$ cat src/design/lmo_pkg.sv
`timescale 1ns / 1ps
// shared widths and constants of the logistic map oscillator
package lmo_pkg;

    localparam int SR_W     = 20;
    localparam int IDX_W    = 5;
    localparam int RATE_W   = 40;
    localparam int GROWTH_W = 33;
    localparam int SEED_W   = 32;
    localparam int LEVEL_W  = 24;
    localparam int OUT_W    = 32;
    localparam int X_W      = 33;
    localparam int PH_W     = 32;
    localparam int DIVD_W   = RATE_W + 16;

    localparam int DEF_INSTANCES = 32;
    localparam int DEF_MAX_ITER  = 4096;

    localparam logic [X_W-1:0]      ONE_Q32    = 33'h1_0000_0000;
    localparam logic [GROWTH_W-1:0] GROWTH_MAX = 33'h1_0000_0000;
    localparam logic [SEED_W-1:0]   SEED_LO    = 32'd429497;
    localparam logic [SEED_W-1:0]   SEED_HI    = 32'd4294537799;
    localparam logic [SR_W-1:0]     SR_RESET   = 20'd48000;

endpackage

$ cat src/design/lmo_div.sv
`timescale 1ns / 1ps
// restoring divider, one quotient bit per cycle, for the phase increment
module lmo_div import lmo_pkg::*; (
    input  logic               i_clk,
    input  logic               i_rst_n,
    input  logic               i_start,
    input  logic [DIVD_W-1:0]  i_dividend,
    input  logic [SR_W-1:0]    i_divisor,
    output logic               o_done,
    output logic [DIVD_W-1:0]  o_quotient
);

    localparam int CW = $clog2(DIVD_W + 1);

    logic            r_busy;
    logic            r_done;
    logic [CW-1:0]   r_cnt;
    logic [SR_W-1:0] r_div;
    logic [SR_W-1:0] r_rem;
    logic [DIVD_W-1:0] r_quo;

    logic [SR_W:0]   rem_sh;
    logic            ge;
    logic [SR_W:0]   rem_sub;

    always_comb begin
        rem_sh  = {r_rem, r_quo[DIVD_W-1]};
        ge      = rem_sh >= {1'b0, r_div};
        rem_sub = rem_sh - {1'b0, r_div};
    end

    always_ff @(posedge i_clk) begin
        if (!i_rst_n) begin
            r_busy <= 1'b0;
            r_done <= 1'b0;
            r_cnt  <= '0;
        end else begin
            r_done <= 1'b0;
            if (i_start) begin
                r_busy <= 1'b1;
                r_cnt  <= CW'(DIVD_W);
            end else if (r_busy) begin
                r_cnt <= r_cnt - CW'(1);
                if (r_cnt == CW'(1)) begin
                    r_busy <= 1'b0;
                    r_done <= 1'b1;
                end
            end
        end
    end

    always_ff @(posedge i_clk) begin
        if (i_start) begin
            r_div <= i_divisor;
            r_rem <= '0;
            r_quo <= i_dividend;
        end else if (r_busy) begin
            r_rem <= ge ? rem_sub[SR_W-1:0] : rem_sh[SR_W-1:0];
            r_quo <= {r_quo[DIVD_W-2:0], ge};
        end
    end

    assign o_done     = r_done;
    assign o_quotient = r_quo;

endmodule

$ cat config.mk
export PLATFORM = sky130hd
export DESIGN_NAME = lmo_div
export DESIGN_NICKNAME = d
export VERILOG_FILES = /design/src/design/lmo_pkg.sv /design/src/design/lmo_div.sv
export SDC_FILE = /design/constraint.sdc
export NUM_CORES = 1
export LEC_CHECK = 0
export BUFFER_PORTS_ARGS = -buffer_cell sky130_fd_sc_hd__buf_2
export CORE_MARGIN = 1
export CORE_UTILIZATION = 50
export DETAILED_ROUTE_END_ITERATION = 12
export PLACE_DENSITY = 0.76
export SLEW_MARGIN = 20
export SYNTH_ARGS = -nofsm -noshare
export SYNTH_HDL_FRONTEND = slang
export SYNTH_SLANG_ARGS = --single-unit
$ cat constraint.sdc
create_clock -name i_clk -period 3.03 [get_ports i_clk]
set_input_delay 0 -clock i_clk [delete_from_list [all_inputs] [get_ports i_clk]]
set_output_delay 0 -clock i_clk [all_outputs]
set_load 0.01 [all_outputs]
# Word-level counts from Yosys, hierarchy flattened
# Index checks and enable logic that the tools add are counted.
[word_totals]
input_bits = 79
register_bits = 104
[classes]
add_sub_neg = 2
magnitude_cmp = 1
reduce_logical = 3
bitwise_logic = 2
n_eq_ne = 1
n_mux = 9
[ops]
columns = ["cell", "n"]
rows = [
  ["56-bit two-way mux", 2],
  ["21-bit by 20-bit >= comparator with 1-bit output", 1],
  ["20-bit two-way mux", 1],
  ["20-bit subtractor", 1],
  ["6-bit two-way mux", 2],
  ["6-bit by 1-bit == test with 1-bit output, second input constant", 1],
  ["6-bit by 1-bit subtractor with 6-bit output, second input constant", 1],
  ["1-bit two-way mux", 4],
  ["3-bit OR reduction", 1],
  ["1-bit inverter", 2],
  ["2-bit nonzero test", 1],
  ["2-bit OR reduction", 1],
]

# Depth between registers and ports, before layout
[depth]
depth_word = 4
mapped_depth = 11
depth_no_buf = 10

# Least setup slack after synthesis
# OpenSTA, ideal clock, no wires.
[synth_path]
path_kind = "reg2reg"
start = "reg r_busy"
end = "reg r_quo[0], in the netlist o_quotient[0] (enable)"
arrival_time_ns = 1.982
stages_incl_launch_ff = 5
setup_time_ns = 0.410
t_required_ns = 2.620
setup_slack_ns = 0.638
path_cell_list = "dfxtp_1 clkbuf_1 nor2_1 clkbuf_1 inv_1"
[synth_between]
elab_chain_len = 1
[synth_lines]
columns = ["element", "line_no", "rtl"]
rows = [
  ["start: declaration", "lmo_div.sv:15", "logic r_busy;"],
  ["start signal: assignment", "lmo_div.sv:34", "r_busy <= 1'b0;"],
  ["start signal: assignment", "lmo_div.sv:40", "r_busy <= 1'b1;"],
  ["start signal: assignment", "lmo_div.sv:45", "r_busy <= 1'b0;"],
  ["2-bit nonzero test (no line)", "--", ""],
  ["end signal: assignment", "lmo_div.sv:56", "r_quo <= i_dividend;"],
  ["end signal: assignment", "lmo_div.sv:59", "r_quo <= {r_quo[DIVD_W-2:0], ge};"],
  ["end: declaration", "lmo_div.sv:20", "logic [DIVD_W-1:0] r_quo;"],
]
# Every way passes these cells.
# A chain may end at the register's enable or synchronous reset.

# Final worst setup path
[layout_path]
start = "reg r_div[10]"
end = "reg r_rem[7]"
[layout_between]
elab_chain_len = 2
[layout_lines]
columns = ["element", "line_no", "rtl"]
rows = [
  ["start: declaration", "lmo_div.sv:18", "logic [SR_W-1:0] r_div;"],
  ["start signal: assignment", "lmo_div.sv:54", "r_div <= i_divisor;"],
  ["21-bit by 20-bit >= comparator with 1-bit output", "lmo_div.sv:28", "ge = rem_sh >= {1'b0, r_div};"],
  ["20-bit two-way mux", "lmo_div.sv:58", "r_rem <= ge ? rem_sub[SR_W-1:0] : rem_sh[SR_W-1:0];"],
  ["end signal: assignment", "lmo_div.sv:58", ""],
  ["end: declaration", "lmo_div.sv:19", "logic [SR_W-1:0] r_rem;"],
]
# Every way passes these cells.

==> summary.txt <==
Synth
  • Asr flop ratio synth: 0
  • Largest family of logic cells by synthesized area: multiplexers
  • EDFF count, synth: 76
  • Post-Syn Nets: 558
  • Compound-Gate Fraction of Synth Area: 0.113
  • Post-Synth Adder-Cell Area: 0.0553
  • Yosys reg bits: 104
  • Post-synthesis xor/xnor area fraction: 0.0279
  • Yosys warning total: 0
  • Synth Cell Area: 0.00534 sq mm
  • Syn Inst Count: 456
  • Syn avg cell area: 11.7 sq um
  • Proportion of synthesized area in mux cells: 0.141
  • Sequential share of the synthesized area: 0.532
  • Post-synth top flop: edfxtp_1
  • Yosys cell types: 54
  • Synth Area in Simple Gates: 0.0949

Cells and area
  • Most frequent cells in the layout: buf_2, dlygate4sd3_1, edfxtp_1, mux2_2, nor2_1
  • Most common cell after layout, fill and taps aside: buf_2
  • Post-route cell area: 0.00713 sq mm
  • Layout overhead on the synthesized area: 33.5%
  • Final #Nets: 768
  • Diode count: 0
  • Fin cells: 807
  • Layout cell share with drive strength beyond 1: 0.331

Clock network
  • Clk Latency, worst-skew pair: 390 ps
  • Cts bufs inserted: 9
  • Htree depth: 3
  • Root Buffer: clkbuf_8
  • TritonCTS clock tree: yes
  • Post-CTS resize count: 0
  • CTS sink count: 104
  • Reg clk slew, reported paths: 110 ps
  • Clk buf depth: 2

Detailed routing
  • Routed length on met1: 5460 microns
  • DR DRC count: 0
  • Met2 Wirelength: 6870 microns
  • Top layer in use: met4
  • Vias post-DR: 4353
  • Starting DRC count in detailed routing: 183
  • Via density: 5.39
  • Total length of routed wires: 13500 microns
  • Final ANT Viol Nets: 0
  • Mean routed wirelength per cell: 16.7 microns
  • First-pass DRT Iterations: 5
  • Met3 wire len: 975 microns

Power
  • Maximum VDD drop: 0.000408 V
  • PwrDens: 464 mW/mm^2
  • Leak: 3.00 nW

Die
  • Core ar.: 0.0103 sq mm
  • Initial Util: 0.517
  • Die Span X: 105 microns
  • Ports: 136
  • Row cnt: 37
  • Die Area: 0.0111 sq mm
  • Die height: 105 microns

Setup path
  • Setup crit end kind: flip-flop
  • Reg2Reg Setup Slack: 480 ps
  • Crit path largest cell delay: 410 ps
  • Kind of critical path: flip-flop to flip-flop
  • CP required: 3300 ps
  • CP max FO: 11
  • Worst reg2reg path depth: 10
  • Crit-path leading delay family: compound AO/OA/AOI/OAI gates
  • Stages on worst setup path: 10
  • R2r startpoint: r_div[10]
  • Setup crit end: r_rem[7]
  • Buf+Inv Stages, Crit Path: 2
  • Crit. Startpoint: r_div[10]
  • Cell with the largest stage delay on the worst path: ha_1
  • Arr. time, crit path: 2820 ps
  • Reg-to-reg endpoint: r_rem[7]
  • Startpoint types: flip-flop
  • Worst-path cell chain: inv_1 > ha_1 > nand4_1 > or2_1 > o2bb2ai_1 > a21oi_2 > a31oi_4 > buf_4 > mux2i_1 > a211oi_1

Placement
  • GP Congestion: 0.893
  • Port Buffer Count: 135
  • Placed Instance Area: 0.00616 sq mm
  • Post-DP HPWL: 8660 microns
  • Placed Cells: 714

STA
  • Fin. Hold Viols: 0
  • Worst rel slew slack: 0.461
  • Tcrit/Tclk final: 0.843
  • Tmin final: 2550 ps
  • F_max: 392 MHz
  • Max Slew Vio Count: 0
  • Unrepaired setup endpoints after global routing: no
  • Fin Setup TNS: 0 ps
  • Layout Skew: 17.8 ps
  • Actual slew at the worst max-slew pin: 807 ps
  • Final setup violation count: 0

GRT
  • Number of global-route vias before repair: 4552
  • First-pass GRT wire length: 21900 microns
  • Initial antenna violation count: 0
  • Pin count of the biggest net entering global routing: 57
  • Grt ovf: 0
  • Gr usage total: 0.255

Run
  • MaxCap Viol Count: 0

Worst hold path
  • Hold Path Depth: 1
  • Hold WC Path Type: input pin to flip-flop

Outcome
  • Status: finished, final reports clean
metal layers:
metal / up-vias / track usage
met4: 0 / 0.0825
met3: 15 / 0.0699
met1: 2070 / 0.297
met5: - / 0
li1: 2103 / -
met2: 165 / 0.454
flip-flops by register name, summed over array words and instances, names as in the netlist:
signal      count
o_done          1
r_rem          20
r_busy          1
o_quotient     56
r_cnt           6
r_div          20
cells in the mapped netlist (2+ instances only):
master,number,area [sq um]
nand2_1,31,116
mux2_2,58,653
a21oi_1,23,115
a221o_1,2,20.0
edfxtp_1,76,2280
a31oi_1,4,25.0
nand3_1,7,35.0
o211ai_1,2,15.0
o21a_1,2,15.0
clkbuf_1,14,52.6
o31ai_1,3,22.5
a21o_1,4,30.0
nor3_1,5,25.0
inv_1,27,101
nor2b_1,6,37.5
a211oi_1,9,67.6
or3_1,3,18.8
nand2b_1,5,31.3
xnor2_1,9,78.8
dfxtp_1,28,561
or2_2,2,12.5
xor2_1,8,70.1
buf_2,2,10.0
buf_1,2,7.51
o221ai_1,2,17.5
o21ai_0,21,105
nor4_1,3,18.8
ha_1,22,275
nor2_1,32,120
and3_1,3,18.8
mux2i_1,10,100
o2111ai_1,2,17.5
a2bb2oi_1,4,35.0
o21bai_1,2,15.0
nand4_1,4,25.0
report_power, final:
part	internal, mW	switching [mW]	leakage [nW]
clock	0.324	0.543	0.101
sequential	1.67	0.0724	0.988
combinational	0.343	0.350	1.91
layout make-up:
cell class	instances	area, sq um
Fill cell	747	3200
Sequential cell	104	2840
Multi-Input combinational cell	306	2310
Timing Repair Buffer	218	1510
Tap cell	136	170
Clock buffer	9	124
Inverter	27	101
Clock inverter	7	73.8
worst min path at each step:
stage,from,endpoint,slack [ps]
CTS,i_start,r_div[0],160
detailed placement,i_divisor[14],r_div[14],180
global placement,i_divisor[12],r_div[12],180
finish,i_start,r_div[12],180
floorplan,i_divisor[0],r_div[0],100
global route,i_start,r_div[12],180
what timing repair did:
action / CTS / global route
hold endpoints to repair: 84 / 0
hold buffers: 77 / 0
buffers inserted: 0 / 0
logic make-up after synthesis:
group | after synthesis
buffers and inverters | 46
flip-flops | 104
adder cells (fa/ha/maj) | 23
AND/OR/NAND/NOR | 107
XOR/XNOR | 17
multiplexers | 68
AO/OA/AOI/OAI | 91
per-stage QoR:
step | power [mW] | hold WS [ps] | setup WS [ps] | utilization
global route | 3.45 | 178 | 234 | 0.690
finish | 3.31 | 175 | 477 | 0.690
global placement | 2.35 | 178 | 572 | 0.597
detailed placement | 2.37 | 178 | 512 | 0.597
floorplan | 2.14 | 98.9 | 638 | -
CTS | 3.31 | 162 | 486 | 0.690
(Power assumes the default switching activity.)
